**config.mk**
```make
export PLATFORM = sky130hd
export DESIGN_NAME = two_channel_adc_scan_median
export DESIGN_NICKNAME = d
export VERILOG_FILES = /design/src/rtl/adcm_pkg.sv /design/src/rtl/adcm_median.sv /design/src/rtl/two_channel_adc_scan_median.sv
export SDC_FILE = /design/constraint.sdc
export NUM_CORES = 1
export LEC_CHECK = 0
export CORE_AREA = 2 2 228 230
export CTS_CLUSTER_SIZE = 20
export DETAILED_ROUTE_END_ITERATION = 16
export DIE_AREA = 0 0 230 232
export DONT_BUFFER_PORTS = 1
export HOLD_SLACK_MARGIN = 0.06
export PLACE_DENSITY_LB_ADDON = 0.15
export SLEW_MARGIN = 10
export SYNTH_ARGS = -nofsm -noshare
export SYNTH_HDL_FRONTEND = slang
export SYNTH_HIERARCHICAL = 1
export SYNTH_SLANG_ARGS = --single-unit
```
**constraint.sdc**
```tcl
create_clock -name clock -period 7.47 [get_ports clock]
set_clock_uncertainty 0.15 [all_clocks]
set_input_delay 1.1205 -clock clock [delete_from_list [all_inputs] [get_ports clock]]
set_output_delay 1.1205 -clock clock [all_outputs]
set_load 0.02 [all_outputs]
```
**src/rtl/adcm_pkg.sv**
```systemverilog
// ---------------------------------------------------------------------------
// adcm_pkg
// Shared types and constants for the two-channel ADC scan / median block.
// ---------------------------------------------------------------------------
package adcm_pkg;

   // Sample width is fixed by the converter reading field
   localparam int SAMPLE_BITS = 10;
   localparam int HISTORY_DEPTH_DEFAULT = 5;
   localparam int SETTLE_BITS = 16;
   localparam int CSR_INDEX_BITS = 2;
   localparam int CSR_DATA_BITS = 16;

   localparam logic [SETTLE_BITS-1:0] SETTLE_TICKS_RESET = SETTLE_BITS'(2);
   localparam logic [SAMPLE_BITS-1:0] FAULT_THRESHOLD_RESET = SAMPLE_BITS'(50);
   localparam logic [SAMPLE_BITS-1:0] SAMPLE_MAX = {SAMPLE_BITS{1'b1}};

   // Channel codes
   localparam logic CHANNEL_BOTTOM = 1'b0;
   localparam logic CHANNEL_HEATER = 1'b1;

   // Register indexes on the csr port
   typedef enum logic [CSR_INDEX_BITS-1:0] {
      CSR_SETTLE_TICKS    = 2'd0,
      CSR_FAULT_THRESHOLD = 2'd1
   } csr_index_type;

   // Input transaction
   typedef struct packed {
      logic                   conv_done;
      logic [SAMPLE_BITS-1:0] adc_reading;
      logic                   median_select;
   } req_type;

   // Result transaction
   typedef struct packed {
      logic                   start_conversion;
      logic                   channel;
      logic                   reading_taken;
      logic [SAMPLE_BITS-1:0] median_value;
      logic [SAMPLE_BITS-1:0] bottom_min;
      logic [SAMPLE_BITS-1:0] bottom_max;
      logic [SAMPLE_BITS-1:0] heater_min;
      logic [SAMPLE_BITS-1:0] heater_max;
      logic                   fault;
   } rsp_type;

   // Top level sequencer
   typedef enum logic [3:0] {
      ST_IDLE   = 4'b0001,
      ST_LAUNCH = 4'b0010,
      ST_SORT   = 4'b0100,
      ST_EMIT   = 4'b1000
   } top_state_type;

   // Median selector sequencer
   typedef enum logic [1:0] {
      MED_IDLE = 2'b01,
      MED_SCAN = 2'b10
   } med_state_type;

   // Control from the top level to the median selector
   typedef struct packed {
      logic start;
   } med_ctrl_type;

   // Status from the median selector
   typedef struct packed {
      logic busy;
      logic done;
   } med_stat_type;

endpackage

```
**src/rtl/adcm_median.sv**
```systemverilog
// ---------------------------------------------------------------------------
// adcm_median
// Rank selector: finds the middle element of a small ring with one shared
// comparator. Each pass takes one candidate and compares it against every
// other entry as the working copy rotates past a fixed tap.
// ---------------------------------------------------------------------------
module adcm_median #(
   parameter int DEPTH = adcm_pkg::HISTORY_DEPTH_DEFAULT
) (
   input  logic                           clock,
   input  logic                           reset,
   input  adcm_pkg::med_ctrl_type         ctrl,
   input  logic [adcm_pkg::SAMPLE_BITS-1:0] ring_data [DEPTH],
   output adcm_pkg::med_stat_type         stat,
   output logic [adcm_pkg::SAMPLE_BITS-1:0] median_value
);

   localparam int IW = (DEPTH > 1) ? $clog2(DEPTH) : 1;
   localparam int SW = IW + 1;

   adcm_pkg::med_state_type state_ff, state_in;
   logic [adcm_pkg::SAMPLE_BITS-1:0] work_ff [DEPTH];
   logic [adcm_pkg::SAMPLE_BITS-1:0] work_in [DEPTH];
   logic [adcm_pkg::SAMPLE_BITS-1:0] cand_ff, cand_in;
   logic [adcm_pkg::SAMPLE_BITS-1:0] median_ff, median_in;
   logic [IW-1:0] step_ff, step_in;
   logic [IW-1:0] pass_ff, pass_in;
   logic [IW-1:0] count_ff, count_in;
   logic          done_ff, done_in;

   logic [adcm_pkg::SAMPLE_BITS-1:0] cand_cur;
   logic [SW-1:0] order_sum;
   logic          tie_later;
   logic          less;
   logic          last_step;
   logic [IW-1:0] count_next;

   // Shared comparator: tap entry 0 against the current candidate
   always_comb begin
      cand_cur   = (step_ff == '0) ? work_ff[0] : cand_ff;
      order_sum  = {1'b0, pass_ff} + {1'b0, step_ff};
      // tap entry sits before the candidate in ring order when the sum wraps
      tie_later  = (order_sum >= SW'(DEPTH));
      less       = (step_ff != '0) &&
                   ((work_ff[0] < cand_cur) || ((work_ff[0] == cand_cur) && tie_later));
      count_next = ((step_ff == '0) ? '0 : count_ff) + IW'(less);
      last_step  = (step_ff == IW'(DEPTH - 1));
   end

   // Sequencer
   always_comb begin
      state_in  = state_ff;
      work_in   = work_ff;
      cand_in   = cand_ff;
      median_in = median_ff;
      step_in   = step_ff;
      pass_in   = pass_ff;
      count_in  = count_ff;
      done_in   = 1'b0;
      unique case (state_ff)
         adcm_pkg::MED_IDLE: begin
            if (ctrl.start) begin
               work_in  = ring_data;
               step_in  = '0;
               pass_in  = '0;
               count_in = '0;
               state_in = adcm_pkg::MED_SCAN;
            end
         end
         adcm_pkg::MED_SCAN: begin
            cand_in  = cand_cur;
            count_in = count_next;
            // rotate by one, by two on the last step so the next pass
            // starts on the next candidate
            for (int i = 0; i < DEPTH; i++) begin
               work_in[i] = last_step ? work_ff[(i + 2) % DEPTH] : work_ff[(i + 1) % DEPTH];
            end
            if (last_step) begin
               step_in = '0;
               if ((count_next == IW'(DEPTH / 2)) || (pass_ff == IW'(DEPTH - 1))) begin
                  median_in = cand_cur;
                  done_in   = 1'b1;
                  state_in  = adcm_pkg::MED_IDLE;
               end else begin
                  pass_in = pass_ff + IW'(1);
               end
            end else begin
               step_in = step_ff + IW'(1);
            end
         end
         default: begin
            state_in = adcm_pkg::MED_IDLE;
         end
      endcase
   end

   // Control registers
   always_ff @(posedge clock) begin
      if (reset) begin
         state_ff <= adcm_pkg::MED_IDLE;
         done_ff  <= 1'b0;
         step_ff  <= '0;
         pass_ff  <= '0;
         count_ff <= '0;
      end else begin
         state_ff <= state_in;
         done_ff  <= done_in;
         step_ff  <= step_in;
         pass_ff  <= pass_in;
         count_ff <= count_in;
      end
   end

   // Data registers
   always_ff @(posedge clock) begin
      work_ff   <= work_in;
      cand_ff   <= cand_in;
      median_ff <= median_in;
   end

   assign stat.busy    = (state_ff == adcm_pkg::MED_SCAN);
   assign stat.done    = done_ff;
   assign median_value = median_ff;

   // Checks
   a_done_after_scan: assert property (@(posedge clock) disable iff (reset)
      done_ff |-> $past(state_ff == adcm_pkg::MED_SCAN))
      else $error("median done without a scan");

   a_start_only_idle: assert property (@(posedge clock) disable iff (reset)
      (state_ff == adcm_pkg::MED_SCAN) && (step_ff != '0) |-> $past(state_ff == adcm_pkg::MED_SCAN))
      else $error("scan step advanced outside a scan");

   a_pass_bound: assert property (@(posedge clock) disable iff (reset)
      (state_ff == adcm_pkg::MED_SCAN) |-> (pass_ff <= IW'(DEPTH - 1)))
      else $error("candidate pass out of range");

endmodule

```
**src/rtl/two_channel_adc_scan_median.sv**
```systemverilog
// ---------------------------------------------------------------------------
// two_channel_adc_scan_median
// Scans a bottom and a heater channel on millisecond ticks, keeps a history
// ring and min/max per channel, and reports the median of a chosen ring.
// ---------------------------------------------------------------------------
// Usage:
//   req_* carries one tick transaction (conv_done, adc_reading, median_select)
//   and is taken when req_valid is high and req_stall is low. rsp_* returns
//   exactly one result transaction per tick. csr_* writes settle_ticks
//   (index 0) and fault_threshold (index 1); the user must write them only
//   while the block is idle, which the block itself does not enforce.
// Sequencing:
//   An accepted tick passes through ST_LAUNCH, ST_SORT and ST_EMIT before
//   its result is loaded. The sort is paced by the single comparator in
//   the median selector, which checks one candidate/entry pair per cycle
//   and stops on the pass that finds the middle rank. req_stall is high
//   until the result is loaded; no new tick is taken before then.
// Reset:
//   Synchronous, active high. Rings clear to zero, minimums to full scale,
//   maximums to zero, countdown to 2, threshold to 50, fault clear.
// Receiver stall:
//   The result sits in an output register; the next tick can be accepted
//   while it waits, but its result is held back until rsp_stall drops.
// ---------------------------------------------------------------------------
module two_channel_adc_scan_median #(
   parameter int HISTORY_DEPTH = adcm_pkg::HISTORY_DEPTH_DEFAULT
) (
   input  logic                                clock,
   input  logic                                reset,
   input  logic                                req_valid,
   output logic                                req_stall,
   input  adcm_pkg::req_type                   req_data,
   output logic                                rsp_valid,
   input  logic                                rsp_stall,
   output adcm_pkg::rsp_type                   rsp_data,
   input  logic                                csr_write_en,
   input  logic [adcm_pkg::CSR_INDEX_BITS-1:0] csr_index,
   input  logic [adcm_pkg::CSR_DATA_BITS-1:0]  csr_wdata
);

   localparam int IW = (HISTORY_DEPTH > 1) ? $clog2(HISTORY_DEPTH) : 1;
   localparam int SB = adcm_pkg::SAMPLE_BITS;
   localparam int TB = adcm_pkg::SETTLE_BITS;

   // Sequencer and handshake state
   adcm_pkg::top_state_type state_ff, state_in;
   logic                    rsp_valid_ff, rsp_valid_in;
   adcm_pkg::rsp_type       rsp_ff, rsp_in;

   // Configuration
   logic [TB-1:0] settle_ticks_ff, settle_ticks_in;
   logic [SB-1:0] threshold_ff, threshold_in;

   // Scan state
   logic          channel_ff, channel_in;
   logic [TB-1:0] settle_count_ff, settle_count_in;
   logic [SB-1:0] bottom_ring_ff [HISTORY_DEPTH];
   logic [SB-1:0] bottom_ring_in [HISTORY_DEPTH];
   logic [SB-1:0] heater_ring_ff [HISTORY_DEPTH];
   logic [SB-1:0] heater_ring_in [HISTORY_DEPTH];
   logic [IW-1:0] ring_index_ff, ring_index_in;
   logic [SB-1:0] min_ff [2];
   logic [SB-1:0] min_in [2];
   logic [SB-1:0] max_ff [2];
   logic [SB-1:0] max_in [2];
   logic          fault_ff, fault_in;

   // Per-tick flags held for the result
   logic start_ff, start_in;
   logic taken_ff, taken_in;
   logic select_ff, select_in;

   logic accept;
   logic store;
   logic [SB-1:0] median_ring [HISTORY_DEPTH];
   logic [SB-1:0] median_value;
   adcm_pkg::med_ctrl_type med_ctrl;
   adcm_pkg::med_stat_type med_stat;

   assign req_stall = (state_ff != adcm_pkg::ST_IDLE);
   assign accept    = req_valid && !req_stall;

   // Configuration writes
   always_comb begin
      settle_ticks_in = settle_ticks_ff;
      threshold_in    = threshold_ff;
      if (csr_write_en) begin
         unique case (csr_index)
            adcm_pkg::CSR_SETTLE_TICKS: begin
               settle_ticks_in = csr_wdata[TB-1:0];
            end
            adcm_pkg::CSR_FAULT_THRESHOLD: begin
               threshold_in = csr_wdata[SB-1:0];
            end
            default: begin
            end
         endcase
      end
   end

   // Tick processing: countdown, conversion request, fault check, reading capture
   always_comb begin
      channel_in      = channel_ff;
      settle_count_in = settle_count_ff;
      bottom_ring_in  = bottom_ring_ff;
      heater_ring_in  = heater_ring_ff;
      ring_index_in   = ring_index_ff;
      min_in          = min_ff;
      max_in          = max_ff;
      fault_in        = fault_ff;
      start_in        = start_ff;
      taken_in        = taken_ff;
      select_in       = select_ff;
      store           = 1'b0;
      if (accept) begin
         start_in  = 1'b0;
         taken_in  = 1'b0;
         select_in = req_data.median_select;
         if (!fault_ff) begin
            if (settle_count_ff != '0) begin
               settle_count_in = settle_count_ff - TB'(1);
               start_in        = (settle_count_ff == TB'(1));
            end else if (req_data.conv_done) begin
               if (req_data.adc_reading < threshold_ff) begin
                  fault_in = 1'b1;
               end else begin
                  store    = 1'b1;
                  taken_in = 1'b1;
               end
            end
         end
      end
      if (store) begin
         for (int i = 0; i < HISTORY_DEPTH; i++) begin
            if (ring_index_ff == IW'(i)) begin
               if (channel_ff == adcm_pkg::CHANNEL_HEATER) begin
                  heater_ring_in[i] = req_data.adc_reading;
               end else begin
                  bottom_ring_in[i] = req_data.adc_reading;
               end
            end
         end
         // index advances after the heater reading only
         if (channel_ff == adcm_pkg::CHANNEL_HEATER) begin
            ring_index_in = (ring_index_ff == IW'(HISTORY_DEPTH - 1)) ? '0
                                                                      : ring_index_ff + IW'(1);
         end
         if (req_data.adc_reading < min_ff[channel_ff]) begin
            min_in[channel_ff] = req_data.adc_reading;
         end
         if (req_data.adc_reading > max_ff[channel_ff]) begin
            max_in[channel_ff] = req_data.adc_reading;
         end
         channel_in      = !channel_ff;
         settle_count_in = (settle_ticks_ff == '0) ? TB'(1) : settle_ticks_ff;
      end
   end

   // Ring chosen for the median, entry by entry
   always_comb begin
      for (int i = 0; i < HISTORY_DEPTH; i++) begin
         median_ring[i] = select_ff ? heater_ring_ff[i] : bottom_ring_ff[i];
      end
   end

   assign med_ctrl.start = (state_ff == adcm_pkg::ST_LAUNCH);

   adcm_median #(
      .DEPTH (HISTORY_DEPTH)
   ) u_median (
      .clock        (clock),
      .reset        (reset),
      .ctrl         (med_ctrl),
      .ring_data    (median_ring),
      .stat         (med_stat),
      .median_value (median_value)
   );

   // Sequencer and output register
   always_comb begin
      state_in     = state_ff;
      rsp_in       = rsp_ff;
      rsp_valid_in = rsp_valid_ff && rsp_stall;
      unique case (state_ff)
         adcm_pkg::ST_IDLE: begin
            if (accept) begin
               state_in = adcm_pkg::ST_LAUNCH;
            end
         end
         adcm_pkg::ST_LAUNCH: begin
            state_in = adcm_pkg::ST_SORT;
         end
         adcm_pkg::ST_SORT: begin
            if (med_stat.done) begin
               state_in = adcm_pkg::ST_EMIT;
            end
         end
         adcm_pkg::ST_EMIT: begin
            if (!rsp_valid_ff || !rsp_stall) begin
               rsp_in.start_conversion = start_ff;
               rsp_in.channel          = channel_ff;
               rsp_in.reading_taken    = taken_ff;
               rsp_in.median_value     = median_value;
               rsp_in.bottom_min       = min_ff[adcm_pkg::CHANNEL_BOTTOM];
               rsp_in.bottom_max       = max_ff[adcm_pkg::CHANNEL_BOTTOM];
               rsp_in.heater_min       = min_ff[adcm_pkg::CHANNEL_HEATER];
               rsp_in.heater_max       = max_ff[adcm_pkg::CHANNEL_HEATER];
               rsp_in.fault            = fault_ff;
               rsp_valid_in            = 1'b1;
               state_in                = adcm_pkg::ST_IDLE;
            end
         end
         default: begin
            state_in = adcm_pkg::ST_IDLE;
         end
      endcase
   end

   // Control and state registers
   always_ff @(posedge clock) begin
      if (reset) begin
         state_ff        <= adcm_pkg::ST_IDLE;
         rsp_valid_ff    <= 1'b0;
         settle_ticks_ff <= adcm_pkg::SETTLE_TICKS_RESET;
         threshold_ff    <= adcm_pkg::FAULT_THRESHOLD_RESET;
         channel_ff      <= adcm_pkg::CHANNEL_BOTTOM;
         settle_count_ff <= adcm_pkg::SETTLE_TICKS_RESET;
         ring_index_ff   <= '0;
         fault_ff        <= 1'b0;
         for (int i = 0; i < HISTORY_DEPTH; i++) begin
            bottom_ring_ff[i] <= '0;
            heater_ring_ff[i] <= '0;
         end
         for (int c = 0; c < 2; c++) begin
            min_ff[c] <= adcm_pkg::SAMPLE_MAX;
            max_ff[c] <= '0;
         end
      end else begin
         state_ff        <= state_in;
         rsp_valid_ff    <= rsp_valid_in;
         settle_ticks_ff <= settle_ticks_in;
         threshold_ff    <= threshold_in;
         channel_ff      <= channel_in;
         settle_count_ff <= settle_count_in;
         ring_index_ff   <= ring_index_in;
         fault_ff        <= fault_in;
         bottom_ring_ff  <= bottom_ring_in;
         heater_ring_ff  <= heater_ring_in;
         min_ff          <= min_in;
         max_ff          <= max_in;
      end
   end

   // Payload registers
   always_ff @(posedge clock) begin
      rsp_ff    <= rsp_in;
      start_ff  <= start_in;
      taken_ff  <= taken_in;
      select_ff <= select_in;
   end

   assign rsp_valid = rsp_valid_ff;
   assign rsp_data  = rsp_ff;

   // Checks
   a_fault_sticky: assert property (@(posedge clock) disable iff (reset)
      fault_ff |=> fault_ff)
      else $error("fault cleared without reset");

   a_frozen_state: assert property (@(posedge clock) disable iff (reset)
      fault_ff |=> $stable(channel_ff) && $stable(settle_count_ff) && $stable(ring_index_ff))
      else $error("scan state moved while faulted");

   a_ring_index_range: assert property (@(posedge clock) disable iff (reset)
      ring_index_ff <= IW'(HISTORY_DEPTH - 1))
      else $error("ring index out of range");

   a_start_excl_taken: assert property (@(posedge clock) disable iff (reset)
      rsp_valid_ff |-> !(rsp_ff.start_conversion && rsp_ff.reading_taken))
      else $error("conversion start and reading on the same tick");

   a_selector_idle: assert property (@(posedge clock) disable iff (reset)
      (state_ff == adcm_pkg::ST_IDLE) || (state_ff == adcm_pkg::ST_LAUNCH) |-> !med_stat.busy)
      else $error("median selector busy outside a tick");

endmodule

```
==> run metrics <==
status=completed; Critical Path Start Type=flop; Seq/Total Area, Yosys=0.5243; power share of the combinational group=0.066; Sw Ratio=0.2341; GRT overflow=0; Fmax=196.2 MHz; Synth area leaders=dfxtp_1, edfxtp_1, mux2i_1; Sink Count=331; DRT Wirelength=38.21 mm; reg-to-reg critical path startpoint=u_median/step_ff[1]; final period utilization=0.6822; final setup TNS=0 ns; RSZ-0062 raised after global routing=no; TritonCTS clock tree=done; r2r setup slk=2.37 ns; wire per inst=17.90 um; Hold Crit Start=u_median/median_value[8]; # diodes=0; die area=0.05336 mm2; CTS Hold Bufs=0; number of port buffers=0; clock-pin slew on the worst setup and hold paths=0.06 ns; R2R Path End=u_median/median_value[8]; via count=10190; ys async rst share=0; CP Max Fanout=15; CTS Buf Count=37; Slew HR=0.2923; Initial Util=0.2960; Crit path required time=7.47 ns; drt first pass iters=4; GR Util All Layers=0.1431; CTS Buffer Depth=3; crit path time final=5.096 ns; GR Util met1=0.1897; clock root buffer master=clkbuf_16; Ys Warns=6; # fillers=5183; library cells used by synthesis=67; total design power=3997 uW; Avg Cell Area, Syn=10.33 um2; # rows=83; Non-Filler Instances=2135; Die W=230 um; Pwr Density=236.1 mW/mm2; dominant synthesized flop cell=dfxtp_1; first-pass GRT wire length=59.83 mm; core area=0.05089 mm2; post-synth top area share=0.2711; measured slew at the worst slew-check pin=1.062 ns; Leak=0.006616 uW; number of global-route vias before repair=10200; Arrival @ worst endpoint=5.10 ns; share of layout cells above drive strength 1=0.1010; syn nets=1549; post-synth top area cell=dfxtp_1; post-place instance area=0.01574 mm2; DRC viols=0; hpwl dp=24.24 mm; max cap viols=0; initial DRC count=538; Post-synth EDFFs=127; VDD IR max=0.1133 mV; final hold vios=0; critical path type=reg2reg; worst hold path type=reg2reg; Nets=1516; Area Overhead vs Synth=12.38%; Clk pwr share=0.451; fin. max-slew vios=0; # setup viols final=0; crit path capture type=flop; post-CTS sizing=0; fin area=0.01693 mm2; # IOs=91; largest net degree at the start of global routing=228; Flop pwr share=0.483; grt peak-use layer=met2; RePlAce Congestion=0.7421; Synth Cell Area=0.01506 mm2; Die Y=232 um; cell-internal power=3061 uW; postcts setup bufs=0; H-tree levels=2; worst hold stages=0; Post-Synthesis Cells=1459; Reg2Reg Depth=18; antenna viol nets, final=0; Util after Layout=0.3327; initial antenna violation count=1; Switch Pwr=935.5 uW; Placed Cells=2067; drt via density=4.773; post-synthesis register bit count=331; routing usage on met2=0.2403; met3 Use GR=0.02358; Hold EP=rsp_data[49]; clock insertion delay at the later pin of the skew report=0.53 ns
[flip-flops by register name, summed over array words and instances (netlist names), 2 cells and up]
| signal | flops |
|---|---|
| bottom_ring_ff | 50 |
| heater_ring_ff | 50 |
| max_ff | 20 |
| min_ff | 20 |
| ring_index_ff | 3 |
| rsp_data | 54 |
| settle_count_ff | 16 |
| settle_ticks_ff | 16 |
| state_ff | 4 |
| threshold_ff | 10 |
| u_median/cand_ff | 10 |
| u_median/count_ff | 3 |
| u_median/median_value | 10 |
| u_median/pass_ff | 3 |
| u_median/state_ff | 2 |
| u_median/step_ff | 3 |
| u_median/work_ff | 50 |
[per-layer routing]
layer	up-vias	part of all wire
met5	-	0
met4	0	0.021
met3	50	0.035
met2	156	0.47
met1	4929	0.48
li1	5055	-
[power groups by stage]
stage          clock (uW)  sequential, uW  combinational, uW
2_1_floorplan           0            1960                229
3_3_place_gp            0            1970                265
3_5_place_dp            0            1970                266
4_1_cts              1860            1930                267
5_1_grt              1930            1940                296
6_report             1800            1930                264
[per-stage QoR]
stage / hold WS, ns / setup WS, ns
3_3_place_gp: 0.2602 / 2.542
2_1_floorplan: 0.2503 / 3.036
5_1_grt: 0.2888 / 1.985
6_report: 0.2702 / 2.374
4_1_cts: 0.2708 / 2.387
3_5_place_dp: 0.2627 / 2.386
[logic make-up (layout without fill, tap and decap cells)]
kind of cell             Yosys count  after routing  share of synthesized area
XOR/XNOR                          17             17                   0.009884
AND/OR/NAND/NOR                  532            532                     0.1589
multiplexers                     222            222                     0.1518
buffers and inverters            130            126                    0.03497
adder cells (fa/ha/maj)           55             55                    0.04618
AO/OA/AOI/OAI                    172            172                    0.07400
flip-flops                       331            331                     0.5243
[final cells by class]
class                   count  area [um2]  area share
flip-flops and latches    331        7898      0.4665
multi-input cells         998        6695      0.3955
clock buffers              59        1111     0.06563
well taps                 680       850.8     0.05026
repair buffers             20       150.1    0.008869
inverters                  38       143.9    0.008500
clock inverters             9       80.08    0.004730
[layout by cell type, fill, tap and decap left out, types with 4 or more instances in the layout]
master	Yosys	routed
inv_1	37	36
nor3_1	15	15
o211ai_1	7	7
nand3b_1	11	11
ha_1	54	54
a21o_1	4	4
clkbuf_8	0	6
clkinv_2	0	4
nand4_1	4	4
or4_1	4	4
a211o_1	6	6
mux2i_1	170	170
a21oi_1	60	59
a211oi_1	6	6
clkbuf_16	0	39
mux2_2	51	51
and2_1	6	5
nand2_1	189	189
xor2_1	13	13
dfxtp_1	204	204
clkbuf_1	68	14
nand3_1	13	13
nor2_1	207	207
o21ai_0	13	13
a31oi_1	51	51
nand2b_1	38	38
o2111ai_1	4	4
and3_1	5	5
edfxtp_1	127	127
buf_4	5	20
nor4_1	15	15
xnor2_1	4	4
[cells in the mapped netlist (all sizes together) (2+ instances only)]
| cell | n |
|---|---|
| a211o | 6 |
| dfxtp | 204 |
| nor3 | 18 |
| a31oi | 51 |
| mux2i | 170 |
| inv | 38 |
| nand2 | 191 |
| buf | 24 |
| and3b | 2 |
| nand4 | 4 |
| clkbuf | 68 |
| and2 | 6 |
| mux2 | 52 |
| a2111oi | 4 |
| nor4 | 17 |
| a21oi | 60 |
| or4 | 5 |
| o21a | 3 |
| or4b | 3 |
| a211oi | 7 |
| o211ai | 7 |
| or3b | 2 |
| o2111ai | 4 |
| a41oi | 2 |
| nand2b | 38 |
| ha | 54 |
| a21o | 4 |
| nand3 | 13 |
| xor2 | 13 |
| nor3b | 4 |
| and3 | 5 |
| nand3b | 11 |
| nor2b | 2 |
| edfxtp | 127 |
| xnor2 | 4 |
| o21ai | 14 |
| nor2 | 207 |
[worst max path at each step]
stage | to | from | cells after the start | slack, ns
2_1_floorplan | rsp_data[0] | state_ff[2] | 3 | 3.04
3_3_place_gp | u_median/median_value[6] | u_median/step_ff[1] | 18 | 2.54
3_5_place_dp | u_median/median_value[8] | u_median/step_ff[1] | 18 | 2.39
4_1_cts | u_median/median_value[8] | u_median/step_ff[1] | 18 | 2.39
5_1_grt | u_median/median_value[8] | u_median/step_ff[1] | 18 | 1.99
6_report | u_median/median_value[8] | u_median/step_ff[1] | 18 | 2.37
[critical path, stage by stage, from the launching register on]
cell	delay, ns
dfxtp_1	0.43
inv_1	0.07
ha_1	0.24
nand2b_1	0.57
nand2_1	0.13
nand2_1	0.14
inv_1	0.05
ha_1	0.28
nand4_1	0.11
nor3_1	0.31
o21ai_0	0.15
o2111ai_1	0.11
a21oi_1	0.11
ha_1	0.21
ha_1	0.31
inv_1	0.06
o41ai_2	0.47
nand2_1	0.15
nor2_1	0.67
No activity file was read; power rests on OpenSTA's default activity.
